`src/sv/s2i_pkg.sv`:
```
package s2i_pkg;

    localparam int VALUE_W     = 64;
    localparam int BASE_W      = 6;
    localparam int DIGIT_W     = 7;
    localparam int CFG_INDEX_W = 2;
    localparam int CFG_DATA_W  = 64;

    // Configuration register indexes.
    localparam logic [CFG_INDEX_W-1:0] CFG_NUMBER_BASE = 2'd0;
    localparam logic [CFG_INDEX_W-1:0] CFG_RANGE_MIN   = 2'd1;
    localparam logic [CFG_INDEX_W-1:0] CFG_RANGE_MAX   = 2'd2;

    // Character codes.
    localparam logic [7:0] CHAR_ZERO   = 8'h30;
    localparam logic [7:0] CHAR_NINE   = 8'h39;
    localparam logic [7:0] CHAR_UPPER_A = 8'h41;
    localparam logic [7:0] CHAR_UPPER_Z = 8'h5A;
    localparam logic [7:0] CHAR_LOWER_A = 8'h61;
    localparam logic [7:0] CHAR_LOWER_Z = 8'h7A;
    localparam logic [7:0] CHAR_LOWER_X = 8'h78;
    localparam logic [7:0] CHAR_UPPER_X = 8'h58;
    localparam logic [7:0] CHAR_MINUS  = 8'h2D;
    localparam logic [7:0] CHAR_PLUS   = 8'h2B;
    localparam logic [7:0] CHAR_SPACE  = 8'h20;
    localparam logic [7:0] CHAR_TAB    = 8'h09;
    localparam logic [7:0] CHAR_CR     = 8'h0D;

    // Radix values.
    localparam logic [BASE_W-1:0] BASE_AUTO = 6'd0;
    localparam logic [BASE_W-1:0] BASE_OCT  = 6'd8;
    localparam logic [BASE_W-1:0] BASE_DEC  = 6'd10;
    localparam logic [BASE_W-1:0] BASE_HEX  = 6'd16;

    localparam logic [DIGIT_W-1:0] DIGIT_NONE = 7'd64;
    localparam logic [DIGIT_W-1:0] DIGIT_ZERO = 7'd0;
    localparam logic [DIGIT_W-1:0] DIGIT_HEX_LIMIT = 7'd16;

    // Magnitude limits for positive and negative results.
    localparam logic [VALUE_W-1:0] MAG_LIMIT_POS = 64'h7FFF_FFFF_FFFF_FFFF;
    localparam logic [VALUE_W-1:0] MAG_LIMIT_NEG = 64'h8000_0000_0000_0000;

    // Reset values of the configuration registers.
    localparam logic [BASE_W-1:0]  NUMBER_BASE_RESET = BASE_DEC;
    localparam logic [VALUE_W-1:0] RANGE_MIN_RESET   = 64'h8000_0000_0000_0000;
    localparam logic [VALUE_W-1:0] RANGE_MAX_RESET   = 64'h7FFF_FFFF_FFFF_FFFF;

    typedef enum logic [1:0] {
        DS_NONE = 2'd0,
        DS_SOME = 2'd1,
        DS_OVF  = 2'd2
    } digit_state_t;

    typedef enum logic [1:0] {
        ST_OK        = 2'd0,
        ST_INVALID   = 2'd1,
        ST_TOO_SMALL = 2'd2,
        ST_TOO_LARGE = 2'd3
    } status_t;

    // Parse state at the end of a string, handed to the range check.
    typedef struct packed {
        logic                negative;
        logic [VALUE_W-1:0]  magnitude;
        digit_state_t        digit_state;
        logic                all_used;
        logic                too_long;
    } parse_snap_t;

    typedef struct packed {
        logic [VALUE_W-1:0]  value;
        logic                found;
        logic                ovf;
        status_t             status;
        logic [VALUE_W-1:0]  checked;
    } result_t;

    // Value of a digit or letter, DIGIT_NONE for anything else.
    function automatic logic [DIGIT_W-1:0] digit_of(input logic [7:0] c);
        logic [DIGIT_W-1:0] d;
        if (c >= CHAR_ZERO && c <= CHAR_NINE) begin
            d = DIGIT_W'(c - CHAR_ZERO);
        end else if (c >= CHAR_UPPER_A && c <= CHAR_UPPER_Z) begin
            d = DIGIT_W'(c - CHAR_UPPER_A + 8'd10);
        end else if (c >= CHAR_LOWER_A && c <= CHAR_LOWER_Z) begin
            d = DIGIT_W'(c - CHAR_LOWER_A + 8'd10);
        end else begin
            d = DIGIT_NONE;
        end
        return d;
    endfunction

endpackage

```
`src/sv/s2i_parse.sv`:
```
module s2i_parse #(
    parameter int MAX_LEN = 256,
    parameter int CNT_W   = 9
) (
    input  logic                          clk,
    input  logic                          rst_n,
    input  logic                          step,
    input  logic                          last,
    input  logic [7:0]                    char_code,
    input  logic [s2i_pkg::BASE_W-1:0]    number_base,
    output s2i_pkg::parse_snap_t          snap,
    output logic [CNT_W-1:0]              end_pos
);

    typedef enum logic [2:0] {
        PH_WS     = 3'd0,
        PH_SIGN   = 3'd1,
        PH_ZERO   = 3'd2,
        PH_XPFX   = 3'd3,
        PH_DIGITS = 3'd4,
        PH_DONE   = 3'd5
    } phase_t;

    localparam logic [CNT_W-1:0] MAX_CNT = CNT_W'(MAX_LEN);
    localparam int MAC_W = s2i_pkg::VALUE_W + s2i_pkg::BASE_W;

    phase_t                              phase_reg, phase_next;
    logic                                neg_reg, neg_next;
    logic [s2i_pkg::BASE_W-1:0]          base_reg, base_next;
    logic [s2i_pkg::VALUE_W-1:0]         acc_reg, acc_next;
    s2i_pkg::digit_state_t               ds_reg, ds_next;
    logic [CNT_W-1:0]                    cnt_reg, cnt_next;
    logic [CNT_W-1:0]                    end_reg, end_next;
    logic                                tl_reg, tl_next;

    logic [s2i_pkg::DIGIT_W-1:0]         digit;
    logic                                is_space;
    logic                                is_sign;
    logic                                is_x;
    logic                                start_num;
    logic                                zero_pfx;
    logic                                do_accept;
    logic                                accept_ok;
    logic [s2i_pkg::BASE_W-1:0]          acc_base;
    logic [s2i_pkg::DIGIT_W-1:0]         acc_digit;
    logic [s2i_pkg::VALUE_W-1:0]         limit;
    logic [MAC_W-1:0]                    mac;
    logic                                mac_ovf;

    assign digit    = s2i_pkg::digit_of(char_code);
    assign is_space = (char_code == s2i_pkg::CHAR_SPACE) ||
                      (char_code >= s2i_pkg::CHAR_TAB && char_code <= s2i_pkg::CHAR_CR);
    assign is_sign  = (char_code == s2i_pkg::CHAR_MINUS) || (char_code == s2i_pkg::CHAR_PLUS);
    assign is_x     = (char_code == s2i_pkg::CHAR_LOWER_X) ||
                      (char_code == s2i_pkg::CHAR_UPPER_X);
    assign zero_pfx = (char_code == s2i_pkg::CHAR_ZERO) &&
                      ((number_base == s2i_pkg::BASE_AUTO) || (number_base == s2i_pkg::BASE_HEX));

    // Pick the radix and digit that go into the multiply-add for this character.
    always_comb
    begin
        start_num = ((phase_reg == PH_WS) && !is_space && !is_sign) || (phase_reg == PH_SIGN);
        acc_digit = digit;
        acc_base  = base_reg;
        if (start_num) begin
            if (zero_pfx) begin
                acc_digit = s2i_pkg::DIGIT_ZERO;
                acc_base  = (number_base == s2i_pkg::BASE_AUTO) ? s2i_pkg::BASE_OCT
                                                                 : s2i_pkg::BASE_HEX;
            end else begin
                acc_base  = (number_base == s2i_pkg::BASE_AUTO) ? s2i_pkg::BASE_DEC
                                                                 : number_base;
            end
        end
        do_accept = start_num ||
                    ((phase_reg == PH_ZERO) && !is_x) ||
                    ((phase_reg == PH_XPFX) && (digit < s2i_pkg::DIGIT_HEX_LIMIT)) ||
                    (phase_reg == PH_DIGITS);
        accept_ok = do_accept && (acc_base != s2i_pkg::BASE_AUTO) &&
                    (acc_digit < {1'b0, acc_base});
    end

    // The overflow test compares acc * base + digit against the limit directly.
    assign limit   = neg_reg ? s2i_pkg::MAG_LIMIT_NEG : s2i_pkg::MAG_LIMIT_POS;
    assign mac     = MAC_W'(acc_reg) * MAC_W'(acc_base) + MAC_W'(acc_digit);
    assign mac_ovf = mac > MAC_W'(limit);

    always_comb
    begin
        phase_next = phase_reg;
        neg_next   = neg_reg;
        base_next  = base_reg;
        acc_next   = acc_reg;
        ds_next    = ds_reg;
        cnt_next   = cnt_reg;
        end_next   = end_reg;
        tl_next    = tl_reg;
        if (cnt_reg >= MAX_CNT) begin
            tl_next = 1'b1;
        end else begin
            cnt_next = cnt_reg + 1'b1;
            case (phase_reg)
                PH_WS:
                begin
                    if (char_code == s2i_pkg::CHAR_MINUS) begin
                        neg_next   = 1'b1;
                        phase_next = PH_SIGN;
                    end else if (char_code == s2i_pkg::CHAR_PLUS) begin
                        phase_next = PH_SIGN;
                    end
                end
                PH_ZERO:
                begin
                    if (is_x) begin
                        base_next  = s2i_pkg::BASE_HEX;
                        phase_next = PH_XPFX;
                    end else begin
                        phase_next = PH_DIGITS;
                    end
                end
                PH_XPFX:
                begin
                    phase_next = (digit < s2i_pkg::DIGIT_HEX_LIMIT) ? PH_DIGITS : PH_DONE;
                end
                default:
                begin
                end
            endcase
            if (start_num) begin
                base_next  = acc_base;
                phase_next = zero_pfx ? PH_ZERO : PH_DIGITS;
            end
            if (do_accept) begin
                if (!accept_ok) begin
                    phase_next = PH_DONE;
                end else begin
                    end_next = cnt_next;
                    if (ds_reg != s2i_pkg::DS_OVF) begin
                        if (mac_ovf) begin
                            acc_next = limit;
                            ds_next  = s2i_pkg::DS_OVF;
                        end else begin
                            acc_next = mac[s2i_pkg::VALUE_W-1:0];
                            ds_next  = s2i_pkg::DS_SOME;
                        end
                    end
                end
            end
        end
    end

    always_ff @(posedge clk or negedge rst_n)
    begin
        if (!rst_n) begin
            phase_reg <= PH_WS;
            neg_reg   <= 1'b0;
            base_reg  <= s2i_pkg::BASE_AUTO;
            acc_reg   <= '0;
            ds_reg    <= s2i_pkg::DS_NONE;
            cnt_reg   <= '0;
            end_reg   <= '0;
            tl_reg    <= 1'b0;
        end else if (step) begin
            if (last) begin
                phase_reg <= PH_WS;
                neg_reg   <= 1'b0;
                base_reg  <= s2i_pkg::BASE_AUTO;
                acc_reg   <= '0;
                ds_reg    <= s2i_pkg::DS_NONE;
                cnt_reg   <= '0;
                end_reg   <= '0;
                tl_reg    <= 1'b0;
            end else begin
                phase_reg <= phase_next;
                neg_reg   <= neg_next;
                base_reg  <= base_next;
                acc_reg   <= acc_next;
                ds_reg    <= ds_next;
                cnt_reg   <= cnt_next;
                end_reg   <= end_next;
                tl_reg    <= tl_next;
            end
        end
    end

    assign snap.negative    = neg_next;
    assign snap.magnitude   = acc_next;
    assign snap.digit_state = ds_next;
    assign snap.all_used    = (end_next == cnt_next);
    assign snap.too_long    = tl_next;
    assign end_pos          = end_next;

endmodule

```
`src/sv/s2i_check.sv`:
```
module s2i_check #(
    parameter int CNT_W = 9
) (
    input  s2i_pkg::parse_snap_t           snap,
    input  logic [CNT_W-1:0]               end_pos,
    input  logic [s2i_pkg::VALUE_W-1:0]    range_min,
    input  logic [s2i_pkg::VALUE_W-1:0]    range_max,
    input  logic                           range_bad,
    output s2i_pkg::result_t               res,
    output logic [CNT_W-1:0]               end_position
);

    logic [s2i_pkg::VALUE_W-1:0] value;
    logic                        found;
    logic                        ovf;
    s2i_pkg::status_t            status;

    assign value = snap.negative ? (s2i_pkg::VALUE_W'(0) - snap.magnitude) : snap.magnitude;
    assign found = (snap.digit_state != s2i_pkg::DS_NONE);
    assign ovf   = (snap.digit_state == s2i_pkg::DS_OVF);

    // An overflowed value is out of range whatever the limits say, unless the string or the range is invalid.
    always_comb
    begin
        if (range_bad) begin
            status = s2i_pkg::ST_INVALID;
        end else if (!found || !snap.all_used || snap.too_long) begin
            status = s2i_pkg::ST_INVALID;
        end else if ((ovf && snap.negative) || ($signed(value) < $signed(range_min))) begin
            status = s2i_pkg::ST_TOO_SMALL;
        end else if ((ovf && !snap.negative) || ($signed(value) > $signed(range_max))) begin
            status = s2i_pkg::ST_TOO_LARGE;
        end else begin
            status = s2i_pkg::ST_OK;
        end
    end

    assign res.value   = value;
    assign res.found   = found;
    assign res.ovf     = ovf;
    assign res.status  = status;
    assign res.checked = (status == s2i_pkg::ST_OK) ? value : '0;
    assign end_position = found ? end_pos : '0;

endmodule

```
`src/sv/string_to_integer_range_check.sv`:
```
// String to integer parser with range check.
// Characters arrive one per transfer on the char channel (char_code, with
// last_char marking the final byte of a string). After the final byte the
// block sends one result transfer on the result channel: the parsed and
// saturated value, digit and overflow flags, the end position of the number,
// a range status and the checked value (zero unless the status is ok).
// Leading whitespace and one sign are skipped; in automatic or hex radix a
// 0x prefix is taken, and in automatic radix a leading 0 selects octal.
// Throughput is one character per cycle while char_ready is high: each
// character passes an input register, then one multiply-add by the radix
// with its overflow compare updates the parse state. A finished string's
// state is registered, then its result in the output register. Configuration
// is written through cfg_write_en, cfg_index and cfg_data, by the user only
// while the block is idle; the block does not enforce this. Reset clears the
// parse state and empties the pipeline, and the configuration returns to
// radix 10 and the full signed 64-bit range. When the receiver stalls, the
// result waits in the output register while the block keeps taking
// characters. A second finished string can wait behind it; once the last
// character of a third string sits in the input register, char_ready drops.
module string_to_integer_range_check #(
    parameter int MAX_LEN = 256
) (
    input  logic                                  clk,
    input  logic                                  rst_n,
    input  logic                                  cfg_write_en,
    input  logic [s2i_pkg::CFG_INDEX_W-1:0]       cfg_index,
    input  logic [s2i_pkg::CFG_DATA_W-1:0]        cfg_data,
    input  logic                                  char_valid,
    output logic                                  char_ready,
    input  logic [7:0]                            char_code,
    input  logic                                  last_char,
    output logic                                  result_valid,
    input  logic                                  result_ready,
    output logic signed [s2i_pkg::VALUE_W-1:0]    parsed_value,
    output logic                                  digits_found,
    output logic                                  overflowed,
    output logic [$clog2(MAX_LEN+1)-1:0]          end_position,
    output logic [1:0]                            status,
    output logic signed [s2i_pkg::VALUE_W-1:0]    checked_value
);

    localparam int CNT_W = $clog2(MAX_LEN + 1);

    // Configuration registers.
    logic [s2i_pkg::BASE_W-1:0]     number_base_reg;
    logic [s2i_pkg::VALUE_W-1:0]    range_min_reg;
    logic [s2i_pkg::VALUE_W-1:0]    range_max_reg;
    logic                           range_bad_reg;

    // Input register.
    logic                           s0_valid_reg;
    logic [7:0]                     s0_char_reg;
    logic                           s0_last_reg;

    // Finished parse state of one string.
    logic                           fin_valid_reg;
    s2i_pkg::parse_snap_t           fin_snap_reg;
    logic [CNT_W-1:0]               fin_end_reg;

    // Output register.
    logic                           out_valid_reg;
    s2i_pkg::result_t               out_res_reg;
    logic [CNT_W-1:0]               out_end_reg;

    logic                           out_free;
    logic                           fin_free;
    logic                           s0_step;
    s2i_pkg::parse_snap_t           snap;
    logic [CNT_W-1:0]               snap_end;
    s2i_pkg::result_t               res;
    logic [CNT_W-1:0]               res_end;

    // A stage may take new data when it is empty or its content leaves this cycle.
    // A character that is not the last one only updates the parse state.
    assign out_free   = !out_valid_reg || result_ready;
    assign fin_free   = !fin_valid_reg || out_free;
    assign s0_step    = s0_valid_reg && (!s0_last_reg || fin_free);
    assign char_ready = !s0_valid_reg || s0_step;

    always_ff @(posedge clk or negedge rst_n)
    begin
        if (!rst_n) begin
            number_base_reg <= s2i_pkg::NUMBER_BASE_RESET;
            range_min_reg   <= s2i_pkg::RANGE_MIN_RESET;
            range_max_reg   <= s2i_pkg::RANGE_MAX_RESET;
            range_bad_reg   <= 1'b0;
        end else begin
            if (cfg_write_en) begin
                case (cfg_index)
                    s2i_pkg::CFG_NUMBER_BASE: number_base_reg <= cfg_data[s2i_pkg::BASE_W-1:0];
                    s2i_pkg::CFG_RANGE_MIN:   range_min_reg   <= cfg_data;
                    s2i_pkg::CFG_RANGE_MAX:   range_max_reg   <= cfg_data;
                    default:
                    begin
                    end
                endcase
            end
            // The range order is registered, compared from the stored limits.
            range_bad_reg <= $signed(range_min_reg) > $signed(range_max_reg);
        end
    end

    always_ff @(posedge clk or negedge rst_n)
    begin
        if (!rst_n) begin
            s0_valid_reg  <= 1'b0;
            fin_valid_reg <= 1'b0;
            out_valid_reg <= 1'b0;
        end else begin
            if (char_ready) begin
                s0_valid_reg <= char_valid;
            end
            if (fin_free) begin
                fin_valid_reg <= s0_step && s0_last_reg;
            end
            if (out_free) begin
                out_valid_reg <= fin_valid_reg;
            end
        end
    end

    always_ff @(posedge clk)
    begin
        if (char_ready && char_valid) begin
            s0_char_reg <= char_code;
            s0_last_reg <= last_char;
        end
        if (s0_step && s0_last_reg) begin
            fin_snap_reg <= snap;
            fin_end_reg  <= snap_end;
        end
        if (out_free && fin_valid_reg) begin
            out_res_reg <= res;
            out_end_reg <= res_end;
        end
    end

    s2i_parse #(
        .MAX_LEN (MAX_LEN),
        .CNT_W   (CNT_W)
    ) u_parse (
        .clk         (clk),
        .rst_n       (rst_n),
        .step        (s0_step),
        .last        (s0_last_reg),
        .char_code   (s0_char_reg),
        .number_base (number_base_reg),
        .snap        (snap),
        .end_pos     (snap_end)
    );

    s2i_check #(
        .CNT_W (CNT_W)
    ) u_check (
        .snap         (fin_snap_reg),
        .end_pos      (fin_end_reg),
        .range_min    (range_min_reg),
        .range_max    (range_max_reg),
        .range_bad    (range_bad_reg),
        .res          (res),
        .end_position (res_end)
    );

    assign result_valid  = out_valid_reg;
    assign parsed_value  = out_res_reg.value;
    assign digits_found  = out_res_reg.found;
    assign overflowed    = out_res_reg.ovf;
    assign end_position  = out_end_reg;
    assign status        = out_res_reg.status;
    assign checked_value = out_res_reg.checked;

`ifndef SYNTH
    // An ok result always carries digits and passes its value through.
    assert property (@(posedge clk) disable iff (!rst_n)
        (result_valid && (status == s2i_pkg::ST_OK)) |->
            (digits_found && (checked_value == parsed_value)))
        else $error("ok result without digits or with altered value");

    // An overflowed value never passes the range check.
    assert property (@(posedge clk) disable iff (!rst_n)
        (result_valid && overflowed) |-> (digits_found && (status != s2i_pkg::ST_OK)))
        else $error("overflowed result reported as ok");

    // The end position is nonzero exactly when digits were found.
    assert property (@(posedge clk) disable iff (!rst_n)
        result_valid |-> (digits_found == (end_position != '0)))
        else $error("end position disagrees with digit flag");

    // Input backpressure only arises from a held character.
    assert property (@(posedge clk) disable iff (!rst_n)
        !char_ready |-> (s0_valid_reg && s0_last_reg && fin_valid_reg && out_valid_reg))
        else $error("char_ready low with room in the pipeline");
`endif

endmodule
```
`config.mk`:
```
export PLATFORM = sky130hd
export DESIGN_NAME = string_to_integer_range_check
export DESIGN_NICKNAME = d
export VERILOG_FILES = /design/src/sv/s2i_pkg.sv /design/src/sv/s2i_parse.sv /design/src/sv/s2i_check.sv /design/src/sv/string_to_integer_range_check.sv
export SDC_FILE = /design/constraint.sdc
export NUM_CORES = 2
export LEC_CHECK = 0
export BUFFER_PORTS_ARGS = -buffer_cell sky130_fd_sc_hd__buf_2
export CORE_MARGIN = 4
export CORE_UTILIZATION = 60
export DETAILED_ROUTE_END_ITERATION = 16
export GPL_TIMING_DRIVEN = 0
export PLACE_DENSITY = 0.79
export SETUP_SLACK_MARGIN = 0.02
export SLEW_MARGIN = 25
export SYNTH_ARGS = -nofsm -noshare
export SYNTH_HDL_FRONTEND = slang
export SYNTH_SLANG_ARGS = --single-unit
```
`constraint.sdc`:
```
create_clock -name clk -period 12.95 [get_ports clk]
set_clock_uncertainty 0.2 [all_clocks]
set_input_delay 1.9425 -clock clk [delete_from_list [all_inputs] [get_ports clk]]
set_output_delay 1.9425 -clock clk [all_outputs]
set_load 0.005 [all_outputs]
```
==> results.txt <==
----------------------------------------------------
[Synthesis]
  Number of enable-type register cells in the synthesized netlist ... 228
  Yosys reg bits ... 461
  Netlist area before placement ... 39980 um2
  Leading register cell type out of synthesis ... edfxtp_1
  Yosys synthesis warning count ... 0
  Average size of a mapped cell ... just under 10 um2
  Number of different library cells in the post-synthesis netlist ... 85
  Post-Syn Nets ... 4830
  Cells after synthesis ... 4081
  Sequential element share of the synthesized area ... 0.3191
  Asr flop ratio synth ... 0.5054

[Timing]
  Final-report max-slew violation count ... 0
  Post-layout worst setup margin ... 485.7 ps
  Tightest hold margin ... between 200 and 300 ps
  Total setup violations reported at the end of the flow ... 0
  Actual slew at the worst max-slew pin ... 1061 ps
  Final Hold Violating Endpoints ... 0
  Maximum clock rate ... 0.08023 GHz
  RSZ-0062 raised after global routing ... no
  Fraction of the cycle the final worst path needs ... 0.9625
  Fin crit period ... 12460 ps
  Headroom to the max-slew limit ... 0.2875

[Worst setup path]
  Slowest CP cell ... a2111oi_4
  Endpoint arrival time on the critical path ... 12680 ps
  Longest individual stage delay on the worst path ... approximately 630 ps
  Critical setup path kind ... reg2reg
  Origin of the worst setup path ... s0_char_reg[0]$_DFFE_PP_
  Stages on worst setup path ... 39
  Highest net fanout along the worst path ... 10
  Worst reg2reg path depth ... 39
  Cell occurring most often along the worst timing path ... fa_1
  Buffers and inverters on the worst path ... 7
  Crit-path leading delay family ... compound AO/OA/AOI/OAI gates
  Req. time, crit path ... between 10000 and 15000 ps
  Endpoint kind of the worst setup timing path ... register
  Worst reg2reg path startpoint ... s0_char_reg[0]$_DFFE_PP_
  Type of element launching the critical path ... register

[Power and ir drop]
  Standby leakage power ... 20.56 nW
  Power density cells ... about 150 nW/um2
  Maximum VDD drop ... 0.1033 mV

[Min path]
  Worst min path class ... reg2reg
  Hold path depth ... 2
  Hold path startpoint ... u_parse.end_reg[3]$_DFFE_PN0P_

[Placement]
  Count of buffers inserted at the top-level ports ... roughly 220
  Place WS ... -581.6 ps
  Half-perimeter wire length of the detailed placement result ... 91610 um
  Routability congestion estimate from global placement ... 0.9766

[Layout]
  Max reg flops ... 69
  Highest-count cells in the layout ignoring fill and taps ... 416 x ha_1, 398 x nand2_1, 394 x inv_1
  Relative area change from synthesis to final layout ... 9.923%
  Most common library cell in the layout ignoring fill and taps ... ha_1
  Layout cell share with drive strength beyond 1 ... 0.1355
  Post-layout nets ... about 5000
  Area occupied by registers ... between 10000 and 15000 um2
  Number of inserted diodes ... 0
  Area used by multi-input combinational logic ... 24950 um2
  Filler Cell Count ... 5146

[Detailed routing]
  Wirelength per Cell ... 21.93 um
  Detailed router's first-iteration violation count ... 3807
  Post-route antenna net violation count ... 0
  DR pass1 iterations ... 7
  Sum of routed wire length over all layers ... 115400 um
  # DRC ... 0
  Vias ... between 30000 and 40000
  Via density ... 6.278

[Global route]
  First-pass GRT wire length ... around 180000 um
  Via count of the first global-routing pass ... approximately 33000
  Overall track demand over capacity in global routing ... 0.3220
  Initial antenna violation count ... 1
  Pin count of the biggest net entering global routing ... 93
  Global route overflow ... 0

[Floorplanning]
  Die X ... 266.1 um
  Area enclosed by the die boundary ... 70830 um2
  Std-Cell Core Area ... between 60000 and 70000 um2
  Die Span Y ... 266.1 um
  Num rows ... 94
  I/O pin count ... 223
  Starting utilization of the core area ... 0.6071

[Run status]
  Result of the run ... finished clean

[Run]
  Max-cap check violation count ... 0

[CTS]
  Clock network latency to the later pin of the worst-skew pair ... about 590 ps
  Clock Tree Root ... clkbuf_16
  Number of levels the H-tree was split into ... 2
  Cts hold-fix bufs ... 0
  Number of clock sinks ... 461
  Setup repair bufs after CTS ... 0
  Clk slew on worst S/H paths ... 60 ps
  Number of CTS-inserted buffers ... 46
  CTS tree ... yes
  Count of cells resized by post-cts repair ... 4
  Bufs on Longest Clock Path ... 3

----------------------------------------------------
[through the flow]
| step | setup TNS, ps | power (mW) | utilization | cell area (um2) | instances |
|---|---|---|---|---|---|
| after detailed placement | -49670 | 5.182 | 0.6445 | 42450 | 5177 |
| after CTS | 0 | 6.531 | 0.6669 | 43930 | 5263 |
| after global routing | 0 | 7.034 | 0.6673 | 43950 | 5263 |
| after global placement | -64350 | 5.082 | 0.6404 | 42180 | 5167 |
| final | 0 | 6.611 | 0.6673 | 43950 | 5263 |
| after floorplan | 0 | 4.134 | - | 39980 | 4081 |
[final timing paths]
| path | to | slack (ps) |
|---|---|---|
| worst max-delay path | fin_snap_reg[66]$_DFFE_PP_ | 490 |
| worst min-delay path | u_parse.end_reg[3]$_DFFE_PN0P_ | 290 |
| worst max register to register | fin_snap_reg[66]$_DFFE_PP_ | 490 |
| worst min register to register | u_parse.end_reg[3]$_DFFE_PN0P_ | 290 |
| max in group asynchronous | range_max_reg[32]$_DFFE_PN1P_ | 10530 |
| min in group asynchronous | range_min_reg[11]$_DFFE_PN0P_ | 1080 |
[synth_stat cells (18+ instances only)]
cell type / n / area (um2)
or3_1: 22 / 137.6
o21ai_0: 138 / 690.7
nor2b_1: 38 / 237.7
xor2_1: 33 / 289.0
nand3_1: 66 / 330.3
dfrtp_1: 167 / 4179
nand2_1: 398 / 1494
mux2_2: 139 / 1565
inv_1: 394 / 1479
dfstp_2: 66 / 1734
fa_1: 253 / 5065
clkbuf_1: 161 / 604.3
o31ai_1: 37 / 277.8
a21oi_1: 192 / 960.9
nand4_1: 93 / 581.8
nor3_1: 104 / 520.5
ha_1: 416 / 5205
xnor2_1: 112 / 980.9
nor4_1: 19 / 118.9
a211oi_1: 20 / 150.1
nand2b_1: 36 / 225.2
o21bai_1: 19 / 142.6
nor2_1: 228 / 855.8
and2_1: 222 / 1389
a221o_1: 46 / 460.4
o21a_1: 18 / 135.1
a311oi_1: 49 / 429.2
a21o_1: 101 / 758.2
edfxtp_1: 228 / 6847
buf_2: 21 / 105.1
[power by group]
part,total [mW],internal [mW],leakage [nW],switching (mW)
logic,3.27,1.12,14.8,2.15
registers,2.01,1.81,5.02,0.200
clock network,1.33,0.731,0.709,0.597
[layout make-up]
cell class              instances  share of cell area
well taps                     864             0.02460
flip-flops and latches        461              0.2904
inverters                     394             0.03365
clock buffers                  61             0.02770
multi-input cells            3019              0.5676
repair buffers                232             0.03089
plain buffers                 207             0.01964
clock inverters                25            0.005523
[logic make-up after synthesis]
group           after synthesis  synth area share
compound gates              744            0.1266
xor+xnor                    145           0.03176
fa+ha+maj                   669            0.2569
buf+inv                     601           0.05830
flops                       461            0.3191
mux                         151           0.04215
simple gates               1310            0.1652
[per-layer routing]
metal	vias up	global-route usage	routed length, um
met5	-	0	0
met4	0	0.1443	6257
met1	16090	0.4379	45480
met2	1728	0.5196	52730
li1	14890	-	-
met3	344	0.04386	10940
[tightest hold or removal path, delay by kind of cell, from the launching register on]
family             cells  cell delay (ps)
and+or+nand+nor        1               50
AOI/OAI and AO/OA      1               60
DFF                    1              340
No activity file was read; power rests on OpenSTA's default activity.
